<file path="src/mctb_pkg.sv">
// Shared types and constants for the timer bank.
package mctb_pkg;

  // Fixed widths of the request and response words
  localparam int REQ_W   = 3;
  localparam int IDX_W   = 8;
  localparam int TICKS_W = 16;
  localparam int MASK_W  = 8;

  // Request codes (code 7 is unused and answers with an error)
  typedef enum logic [REQ_W-1:0] {
    REQ_ALLOC      = 3'd0,
    REQ_FREE       = 3'd1,
    REQ_SET_RELOAD = 3'd2,
    REQ_START_PER  = 3'd3,
    REQ_START_ONE  = 3'd4,
    REQ_STOP       = 3'd5,
    REQ_TICK       = 3'd6
  } req_type_t;

  // Sequencer states
  typedef enum logic [2:0] {
    ST_IDLE,
    ST_ALLOC,
    ST_TICK,
    ST_START,
    ST_DONE
  } state_t;

  // One response word
  typedef struct packed {
    logic              status;
    logic [IDX_W-1:0]  result_index;
    logic [MASK_W-1:0] expired_mask;
  } result_t;

endpackage

</file>
<file path="src/mctb_if.sv">
// Request and response channel interfaces of the timer bank.
interface mctb_req_if;
  logic                           valid;
  logic                           ready;
  logic [mctb_pkg::REQ_W-1:0]     req_type;
  logic [mctb_pkg::IDX_W-1:0]     timer_index;
  logic [mctb_pkg::TICKS_W-1:0]   reload_ticks;

  modport source (output valid, output req_type, output timer_index,
                  output reload_ticks, input ready);
  modport sink   (input valid, input req_type, input timer_index,
                  input reload_ticks, output ready);
endinterface

interface mctb_rsp_if;
  logic                          valid;
  logic                          ready;
  logic                          status;
  logic [mctb_pkg::IDX_W-1:0]    result_index;
  logic [mctb_pkg::MASK_W-1:0]   expired_mask;

  modport source (output valid, output status, output result_index,
                  output expired_mask, input ready);
  modport sink   (input valid, input status, input result_index,
                  input expired_mask, output ready);
endinterface

</file>
<file path="src/mctb_ram.sv">
// Generic single-write, single-read RAM with registered read data.
module mctb_ram #(
  parameter int WIDTH = 16,
  parameter int DEPTH = 8,
  localparam int AW = (DEPTH > 1) ? $clog2(DEPTH) : 1
) (
  input  logic             clk,
  input  logic             we,
  input  logic [AW-1:0]    waddr,
  input  logic [WIDTH-1:0] wdata,
  input  logic [AW-1:0]    raddr,
  output logic [WIDTH-1:0] rdata
);

  logic [WIDTH-1:0] mem [DEPTH];

  always_ff @(posedge clk) begin
    if (we) begin
      mem[waddr] <= wdata;
    end
    rdata <= mem[raddr];
  end

endmodule

</file>
<file path="src/mctb_out_stage.sv">
// Output register that holds one response word until the sink takes it.
module mctb_out_stage (
  input  logic              clk,
  input  logic              rst,
  input  logic              load,
  input  mctb_pkg::result_t data,
  output logic              free,
  mctb_rsp_if.source        rsp
);

  logic              vld;
  mctb_pkg::result_t word;

  // Slot can take a new word when empty or being drained this cycle
  assign free = !vld || rsp.ready;

  always_ff @(posedge clk) begin
    if (rst) begin
      vld <= 1'b0;
    end else if (load) begin
      vld <= 1'b1;
    end else if (rsp.ready) begin
      vld <= 1'b0;
    end
  end

  always_ff @(posedge clk) begin
    if (load) begin
      word <= data;
    end
  end

  assign rsp.valid        = vld;
  assign rsp.status       = word.status;
  assign rsp.result_index = word.result_index;
  assign rsp.expired_mask = word.expired_mask;

  // A loaded word is presented on the next cycle
  assert property (@(posedge clk) disable iff (rst) load |=> rsp.valid)
    else $error("loaded response word not presented");
  // The slot never takes a word while a stalled one is still held
  assert property (@(posedge clk) disable iff (rst) load |-> free)
    else $error("response word overwritten while stalled");
  // Word content holds while stalled
  assert property (@(posedge clk) disable iff (rst)
    (rsp.valid && !rsp.ready) |=> $stable(word))
    else $error("stalled response word changed");

endmodule

</file>
<file path="src/multi_channel_timer_bank.sv">
// Timer bank top level: request sequencer, flag vectors and counter/reload memories.
//
// A bank of NUM_TIMERS down-counting timers driven by one request word at a
// time. Reload values and counters live in two RAMs with a registered read;
// the allocated, running and one-shot flags are flip-flops. Free, stop,
// set-reload, an unused code and a start on an unallocated timer go straight
// from accept to the done state that stages the response; a start first
// reads the reload value and then writes the counter; an allocate scans the
// allocated flags one timer per cycle; and a tick walks the counter RAM one
// entry per cycle, each entry read and then written back in the next cycle.
// The response then sits in an output register; the next request is taken
// once the sequencer is back to idle, even if that register is still
// waiting on the sink.
// Counters wrap modulo 2**COUNT_WIDTH; only timers 0 to 7 show in the
// expiry mask. Both RAMs need no clearing pass: a never-written reload
// reads as zero through a per-entry valid bit, and a counter is only read
// after a start has written it.
module multi_channel_timer_bank #(
  parameter int NUM_TIMERS  = 8,
  parameter int COUNT_WIDTH = 16
) (
  input  logic       clk,
  input  logic       rst,
  mctb_req_if.sink   req,
  mctb_rsp_if.source rsp
);

  localparam int IW = (NUM_TIMERS > 1) ? $clog2(NUM_TIMERS) : 1;
  localparam int CW = $clog2(NUM_TIMERS + 1);
  localparam logic [CW-1:0] PTR_LAST = CW'(NUM_TIMERS - 1);
  localparam logic [CW-1:0] PTR_END  = CW'(NUM_TIMERS);

  mctb_pkg::state_t state, state_next;

  logic [NUM_TIMERS-1:0] alloc;
  logic [NUM_TIMERS-1:0] running;
  logic [NUM_TIMERS-1:0] one_shot;
  logic [NUM_TIMERS-1:0] rld_vld;

  logic [CW-1:0]  ptr;
  logic [IW-1:0]  ptr_i;
  logic           proc_vld;
  logic [IW-1:0]  proc_idx;
  logic [IW-1:0]  op_idx;
  logic           rld_ok_q;

  logic                          res_status;
  logic [mctb_pkg::IDX_W-1:0]    res_index;
  logic [mctb_pkg::MASK_W-1:0]   mask_q;

  // Request decode
  logic                  acc;
  mctb_pkg::req_type_t   rt;
  logic                  ridx_ok;
  logic [IW-1:0]         ridx;
  logic                  ridx_alloc;

  // Memory ports
  logic [IW-1:0]          rd_addr;
  logic                   rld_we;
  logic [COUNT_WIDTH-1:0] rld_rdata;
  logic [COUNT_WIDTH-1:0] rld_eff;
  logic                   cnt_we;
  logic [IW-1:0]          cnt_waddr;
  logic [COUNT_WIDTH-1:0] cnt_wdata;
  logic [COUNT_WIDTH-1:0] cnt_rdata;
  logic [COUNT_WIDTH-1:0] cnt_dec;

  logic              tick_issue;
  logic              tick_hit;
  logic              out_free;
  logic              out_load;
  mctb_pkg::result_t res_word;

  assign acc        = req.valid && req.ready;
  assign rt         = mctb_pkg::req_type_t'(req.req_type);
  assign ridx_ok    = req.timer_index < mctb_pkg::IDX_W'(NUM_TIMERS);
  assign ridx       = req.timer_index[IW-1:0];
  assign ridx_alloc = ridx_ok && alloc[ridx];
  assign ptr_i      = ptr[IW-1:0];

  assign rd_addr    = (state == mctb_pkg::ST_TICK) ? ptr_i : ridx;
  assign rld_eff    = rld_ok_q ? rld_rdata : '0;
  assign cnt_dec    = cnt_rdata - COUNT_WIDTH'(1);
  assign tick_issue = (state == mctb_pkg::ST_TICK) && (ptr != PTR_END);

  // Reload values
  mctb_ram #(.WIDTH(COUNT_WIDTH), .DEPTH(NUM_TIMERS)) u_rld_ram (
    .clk   (clk),
    .we    (rld_we),
    .waddr (ridx),
    .wdata (COUNT_WIDTH'(req.reload_ticks)),
    .raddr (rd_addr),
    .rdata (rld_rdata)
  );

  // Current counts
  mctb_ram #(.WIDTH(COUNT_WIDTH), .DEPTH(NUM_TIMERS)) u_cnt_ram (
    .clk   (clk),
    .we    (cnt_we),
    .waddr (cnt_waddr),
    .wdata (cnt_wdata),
    .raddr (rd_addr),
    .rdata (cnt_rdata)
  );

  // Next state
  always_comb begin
    state_next = state;
    case (state)
      mctb_pkg::ST_IDLE: begin
        if (acc) begin
          case (rt)
            mctb_pkg::REQ_ALLOC: state_next = mctb_pkg::ST_ALLOC;
            mctb_pkg::REQ_TICK:  state_next = mctb_pkg::ST_TICK;
            mctb_pkg::REQ_START_PER,
            mctb_pkg::REQ_START_ONE:
              state_next = ridx_alloc ? mctb_pkg::ST_START : mctb_pkg::ST_DONE;
            default: state_next = mctb_pkg::ST_DONE;
          endcase
        end
      end
      mctb_pkg::ST_ALLOC: begin
        if (!alloc[ptr_i] || ptr == PTR_LAST) begin
          state_next = mctb_pkg::ST_DONE;
        end
      end
      mctb_pkg::ST_TICK: begin
        if (ptr == PTR_END && proc_vld) begin
          state_next = mctb_pkg::ST_DONE;
        end
      end
      mctb_pkg::ST_START: state_next = mctb_pkg::ST_DONE;
      mctb_pkg::ST_DONE: begin
        if (out_free) begin
          state_next = mctb_pkg::ST_IDLE;
        end
      end
      default: state_next = mctb_pkg::ST_IDLE;
    endcase
  end

  // Handshake, memory writes and tick arithmetic
  always_comb begin
    req.ready = 1'b0;
    rld_we    = 1'b0;
    cnt_we    = 1'b0;
    cnt_waddr = proc_idx;
    cnt_wdata = cnt_dec;
    tick_hit  = 1'b0;
    out_load  = 1'b0;
    case (state)
      mctb_pkg::ST_IDLE: begin
        req.ready = 1'b1;
        rld_we    = acc && (rt == mctb_pkg::REQ_SET_RELOAD) && ridx_alloc;
      end
      mctb_pkg::ST_TICK: begin
        // Write back the entry read on the previous cycle
        if (proc_vld && running[proc_idx]) begin
          cnt_we   = 1'b1;
          tick_hit = (cnt_dec == '0);
          if (tick_hit && !one_shot[proc_idx]) begin
            cnt_wdata = rld_eff;
          end
        end
      end
      mctb_pkg::ST_START: begin
        cnt_we    = 1'b1;
        cnt_waddr = op_idx;
        cnt_wdata = rld_eff;
      end
      mctb_pkg::ST_DONE: out_load = out_free;
      default: ;
    endcase
  end

  // Sequencer registers, flags and response fields
  always_ff @(posedge clk) begin
    if (rst) begin
      state    <= mctb_pkg::ST_IDLE;
      alloc    <= '0;
      running  <= '0;
      rld_vld  <= '0;
      proc_vld <= 1'b0;
    end else begin
      state    <= state_next;
      proc_vld <= tick_issue;
      proc_idx <= ptr_i;
      rld_ok_q <= rld_vld[rd_addr];
      case (state)
        mctb_pkg::ST_IDLE: begin
          if (acc) begin
            ptr        <= '0;
            mask_q     <= '0;
            op_idx     <= ridx;
            res_status <= 1'b1;
            res_index  <= '0;
            case (rt)
              mctb_pkg::REQ_TICK: res_status <= 1'b0;
              mctb_pkg::REQ_FREE: begin
                if (ridx_ok) begin
                  alloc[ridx]   <= 1'b0;
                  running[ridx] <= 1'b0;
                  res_status    <= 1'b0;
                  res_index     <= req.timer_index;
                end
              end
              mctb_pkg::REQ_SET_RELOAD: begin
                if (ridx_alloc) begin
                  rld_vld[ridx] <= 1'b1;
                  res_status    <= 1'b0;
                  res_index     <= req.timer_index;
                end
              end
              mctb_pkg::REQ_START_PER,
              mctb_pkg::REQ_START_ONE: begin
                if (ridx_alloc) begin
                  running[ridx]  <= 1'b1;
                  one_shot[ridx] <= (rt == mctb_pkg::REQ_START_ONE);
                  res_status     <= 1'b0;
                  res_index      <= req.timer_index;
                end
              end
              mctb_pkg::REQ_STOP: begin
                if (ridx_alloc) begin
                  running[ridx] <= 1'b0;
                  res_status    <= 1'b0;
                  res_index     <= req.timer_index;
                end
              end
              default: ;
            endcase
          end
        end
        mctb_pkg::ST_ALLOC: begin
          // Scan for the lowest free timer
          if (!alloc[ptr_i]) begin
            alloc[ptr_i] <= 1'b1;
            res_status   <= 1'b0;
            res_index    <= mctb_pkg::IDX_W'(ptr_i);
          end else if (ptr != PTR_LAST) begin
            ptr <= ptr + CW'(1);
          end
        end
        mctb_pkg::ST_TICK: begin
          if (tick_issue) begin
            ptr <= ptr + CW'(1);
          end
          if (tick_hit) begin
            if (one_shot[proc_idx]) begin
              running[proc_idx] <= 1'b0;
            end
            for (int b = 0; b < mctb_pkg::MASK_W; b++) begin
              if (int'(proc_idx) == b) begin
                mask_q[b] <= 1'b1;
              end
            end
          end
        end
        default: ;
      endcase
    end
  end

  assign res_word.status       = res_status;
  assign res_word.result_index = res_index;
  assign res_word.expired_mask = mask_q;

  mctb_out_stage u_out (
    .clk  (clk),
    .rst  (rst),
    .load (out_load),
    .data (res_word),
    .free (out_free),
    .rsp  (rsp)
  );

  // A running timer is always an allocated one
  assert property (@(posedge clk) disable iff (rst) (running & ~alloc) == '0)
    else $error("timer running without allocation");
  // An accepted word always starts work
  assert property (@(posedge clk) disable iff (rst)
    acc |=> state != mctb_pkg::ST_IDLE)
    else $error("accepted word left the sequencer idle");
  // Counter write-back only follows a read issued by the tick walk
  assert property (@(posedge clk) disable iff (rst)
    proc_vld |-> $past(state) == mctb_pkg::ST_TICK)
    else $error("tick write-back without a walk read");
  // Start write needs the reload read issued from idle
  assert property (@(posedge clk) disable iff (rst)
    state == mctb_pkg::ST_START |-> $past(state) == mctb_pkg::ST_IDLE)
    else $error("start write without reload read");

endmodule
</file>
<file path="src/flat_wrapper.sv">
// flat-port wrapper written by rule: the top's interface ports become plain ports
module multi_channel_timer_bank_flat 
#(
  parameter int NUM_TIMERS  = 8,
  parameter int COUNT_WIDTH = 16
)
  (clk, rst, req_valid, req_req_type, req_timer_index, req_reload_ticks, req_ready, rsp_valid, rsp_status, rsp_result_index, rsp_expired_mask, rsp_ready);
  mctb_req_if req_i ();
  mctb_rsp_if rsp_i ();
  input  logic clk;
  input  logic rst;
  input wire logic [$bits(req_i.valid)-1:0] req_valid;
  input wire logic [$bits(req_i.req_type)-1:0] req_req_type;
  input wire logic [$bits(req_i.timer_index)-1:0] req_timer_index;
  input wire logic [$bits(req_i.reload_ticks)-1:0] req_reload_ticks;
  output wire logic [$bits(req_i.ready)-1:0] req_ready;
  output wire logic [$bits(rsp_i.valid)-1:0] rsp_valid;
  output wire logic [$bits(rsp_i.status)-1:0] rsp_status;
  output wire logic [$bits(rsp_i.result_index)-1:0] rsp_result_index;
  output wire logic [$bits(rsp_i.expired_mask)-1:0] rsp_expired_mask;
  input wire logic [$bits(rsp_i.ready)-1:0] rsp_ready;
  assign req_i.valid = req_valid;
  assign req_i.req_type = req_req_type;
  assign req_i.timer_index = req_timer_index;
  assign req_i.reload_ticks = req_reload_ticks;
  assign req_ready = req_i.ready;
  assign rsp_valid = rsp_i.valid;
  assign rsp_status = rsp_i.status;
  assign rsp_result_index = rsp_i.result_index;
  assign rsp_expired_mask = rsp_i.expired_mask;
  assign rsp_i.ready = rsp_ready;
  multi_channel_timer_bank #(.NUM_TIMERS(NUM_TIMERS), .COUNT_WIDTH(COUNT_WIDTH)) u_core (.clk(clk), .rst(rst), .req(req_i), .rsp(rsp_i));
endmodule
</file>
<file path="config.mk">
export PLATFORM = sky130hd
export DESIGN_NAME = multi_channel_timer_bank_flat
export DESIGN_NICKNAME = d
export VERILOG_FILES = /design/src/mctb_pkg.sv /design/src/mctb_if.sv /design/src/mctb_ram.sv /design/src/mctb_out_stage.sv /design/src/multi_channel_timer_bank.sv /design/src/flat_wrapper.sv
export SDC_FILE = /design/constraint.sdc
export NUM_CORES = 1
export LEC_CHECK = 0
export BUFFER_PORTS_ARGS = -buffer_cell sky130_fd_sc_hd__buf_4
export CAP_MARGIN = 25
export CORE_ASPECT_RATIO = 0.5
export CORE_UTILIZATION = 60
export DETAILED_ROUTE_END_ITERATION = 12
export PLACE_DENSITY = 0.85
export SLEW_MARGIN = 25
export SYNTH_ARGS = -nofsm -noshare
export SYNTH_HDL_FRONTEND = slang
export SYNTH_SLANG_ARGS = --single-unit
export TNS_END_PERCENT = 5
</file>
<file path="constraint.sdc">
create_clock -name clk -period 4.4 [get_ports clk]
set_input_delay 0.22 -clock clk [delete_from_list [all_inputs] [get_ports clk]]
set_output_delay 0.22 -clock clk [all_outputs]
set_load 0.005 [all_outputs]
</file>
==> flow_summary.json <==
{
  "cts_sinks": 370,
  "wl_per_cell_um": 24.4,
  "synth_seq_cells": 370,
  "rsz0062_at_grt": "no",
  "gp_congestion": 0.943,
  "cts_root_buffer": "clkbuf_16",
  "final.setup_skew_ns": 0.0173,
  "endpoint_kind": "flop",
  "std_cell_rows": 40,
  "fin_tns_setup_ns": 0,
  "intPower_mw": 5.94,
  "synth_edf_count": 309,
  "core-area_mm2": 0.0242,
  "synth-seq-area-share": 0.704,
  "die_h_um": 113,
  "cts_tree": "done",
  "grt_max_degree": 48,
  "io-pin-count": 50,
  "rrSetupSlack_ns": 0.41,
  "clkLatencyLatePin_ns": 0.60,
  "status": "completed",
  "grt_pass1_vias": 8351,
  "synth-main-ff-cell": "edfxtp_1",
  "synthTopCellsByArea": "edfxtp_1 (62%), mux4_2 (10%), dfxtp_1 (8.2%), mux2_2 (2.8%), nor2_1 (1.9%)",
  "synth_area_mm2": 0.0149,
  "vias": 8600,
  "swShare": 0.213,
  "place_inst": 1265,
  "hold_start": "req_req_type[2]",
  "peakVddDrop_uv": 330,
  "cts_buffer_depth": 3,
  "grt_overflow": 0,
  "drv_cap": 0,
  "n_antenna_cell": 0,
  "leakage_nw": 5.67,
  "cts-buffers-inserted": 31,
  "cp-endpoint": "u_core.u_cnt_ram.mem[3][8]$_DFFE_PP_",
  "grt_usage": 0.262,
  "regToRegStartpoint": "u_core.u_cnt_ram.rdata[0]$_DFF_P_",
  "drc": 0,
  "final_antenna_net_count": 0,
  "syn_to_final_growth_pct": 15.6,
  "finalHoldViolations": 0,
  "slew_headroom": 0.454,
  "clk_pin_slew_ns": 0.07,
  "synth.most_common_cell": "edfxtp_1",
  "post-cts-setup-buffers": 0,
  "worst_pin_slew_ns": 0.811,
  "fin_nets": 1019,
  "wirelength_mm": 32.8,
  "num-fill-cells": 1407,
  "critPathArrivalTime_ns": 4.29,
  "yosysUniqueCellTypes": 67,
  "instances_no_fill": 1345,
  "layout_min_cycle_time_ns": 3.99,
  "setup_violations": 0,
  "rr_endpoint": "u_core.u_cnt_ram.mem[3][8]$_DFFE_PP_",
  "yosysTopAreaCellShare": 0.622,
  "synth_area_leader_cell": "edfxtp_1",
  "io_buffers": 49,
  "fmax_ghz": 0.251,
  "antenna_found_initial": 1,
  "synthTopCellsByCount": "edfxtp_1 (309), nor2_1 (77), mux4_2 (69), dfxtp_1 (61)",
  "required_ns": 4.70,
  "path_class": "flop to flop",
  "cp_max_fo": 9,
  "pwr_density_cell_mw_per_mm2": 438,
  "cts_max_level": 1,
  "drive_above_1_share": 0.258,
  "drt_iter0_drc": 999,
  "synth_async_sr_flop_share": 0,
  "netlist_instances": 894,
  "seqPwrFrac": 0.520,
  "startpoint": "u_core.u_cnt_ram.rdata[0]$_DFF_P_",
  "grt_pass1_wl_mm": 49.4,
  "fin_crit_sh": 0.907,
  "p_comb_frac": 0.060,
  "start_util": 0.617,
  "start_kind": "flop",
  "die_w_um": 225,
  "yosysWarnings": 0,
  "ff2ff_path_depth": 10,
  "p_switching_mw": 1.61,
  "first_pass_iters": 5,
  "die-area_mm2": 0.0255,
  "dp_hpwl_mm": 18.9,
  "hp-class": "input pin to flop",
  "p_clk_frac": 0.420,
  "maxSlewViolCount": 0,
  "drt-vias-per-instance": 6.39,
  "avgSynthCellArea_um2": 16.7
}
## logic make-up after synthesis
family,share of synthesized area
AOI/OAI and AO/OA,0.0403
xor gates and xnor gates,0.00822
adders and majority gates,0.00336
buffers and inverters,0.0159
DFF,0.704
muxes,0.149
other,0.000251
and+or+nand+nor,0.0788
## final cells by class
cell class                 count  area, um^2  area share
clock buffer                  36         805      0.0467
clock inverter                22         373      0.0216
inverter                      12        45.0     0.00261
multi-input combinational    471        4240       0.246
sequential                   370       10500       0.609
tap                          336         420      0.0244
timing repair buffer          98         853      0.0495
## worst max-delay path, stage by stage (launching register included)
cell and delay [ns]:
dfxtp_1 0.36, inv_1 0.08, ha_1 0.28, or4b_2 0.70, nor4_1 0.26, xor2_1 0.18
nor4_2 0.44, nand2_2 0.13, o21ai_4 0.46, buf_12 0.21, mux2i_1 0.59
## state kept, by name, indices dropped and copies added, names as in the netlist, 4 cells and up, named ones only
name	flops
u_core.res_index	8
u_core.alloc	8
u_core.mask_q	8
u_core.u_rld_ram.rdata	16
u_core.u_cnt_ram.mem	128
u_core.u_out.rsp.result_index	8
u_core.ptr	4
u_core.one_shot	8
u_core.u_out.rsp.expired_mask	8
u_core.u_rld_ram.mem	128
u_core.rld_vld	8
u_core.u_cnt_ram.rdata	16
## power groups by stage
stage	combinational [mW]	sequential [mW]	clock (mW)
floorplan	0.288	3.98	0
global placement	0.410	4.00	0
detailed placement	0.427	4.00	0
CTS	0.453	3.92	3.20
global route	0.491	3.93	3.31
finish	0.456	3.92	3.17
## repair_timing
item | CTS | global route
hold buffers | 22 | 0
endpoints found under the setup margin | 0 | 32
hold endpoints to repair | 144 | 0
resized for setup | 0 | 1
## per-layer routing
layer  track usage  vias up  share of wire
li1              -     3692              -
met1         0.364     4325           0.40
met2         0.426      502           0.48
met3        0.0536       81          0.090
met4        0.0834        0          0.029
met5             0        -              0
## worst min path at each step
stage / end / slack (ns) / cells after the start
2_1_floorplan: u_core.op_idx[0]$_DFFE_PP_ / 0.32 / 0
3_3_place_gp: u_core.u_out.rsp.result_index[7]$_DFFE_PP_ / 0.40 / 0
3_5_place_dp: u_core.u_out.rsp.expired_mask[2]$_DFFE_PP_ / 0.40 / 0
4_1_cts: u_core.res_status$_SDFFCE_PP0P_ / 0.07 / 3
5_1_grt: u_core.res_status$_SDFFCE_PP0P_ / 0.09 / 3
6_report: u_core.res_status$_SDFFCE_PP0P_ / 0.09 / 3
## metrics by stage
stage                     area, um^2   util  total power [mW]  hold slack [ns]  worst slack, ns
final                          17200  0.713              7.55           0.0900            0.409
after global placement         15800  0.655              4.41            0.402            0.530
after floorplan                14900      -              4.26            0.319            0.987
after detailed placement       15800  0.655              4.43            0.405            0.236
after global routing           17200  0.713              7.73           0.0930            0.151
after CTS                      17200  0.713              7.57           0.0737            0.270
## cells in the final DEF, fill, tap and decap left out, types with 11 or more instances in the layout
cell type,Yosys,final
buf_4,0,71
nor4_1,12,11
mux2_2,37,37
nor3_1,16,16
dlygate4sd3_1,0,22
clkbuf_16,0,31
nand3_1,15,15
dfxtp_1,61,61
mux2i_1,24,21
nand2_1,37,37
xnor2_1,12,12
nor2_1,77,76
a21oi_1,23,23
edfxtp_1,309,309
o21ai_0,17,17
mux4_2,69,69
(Power assumes the default switching activity.)
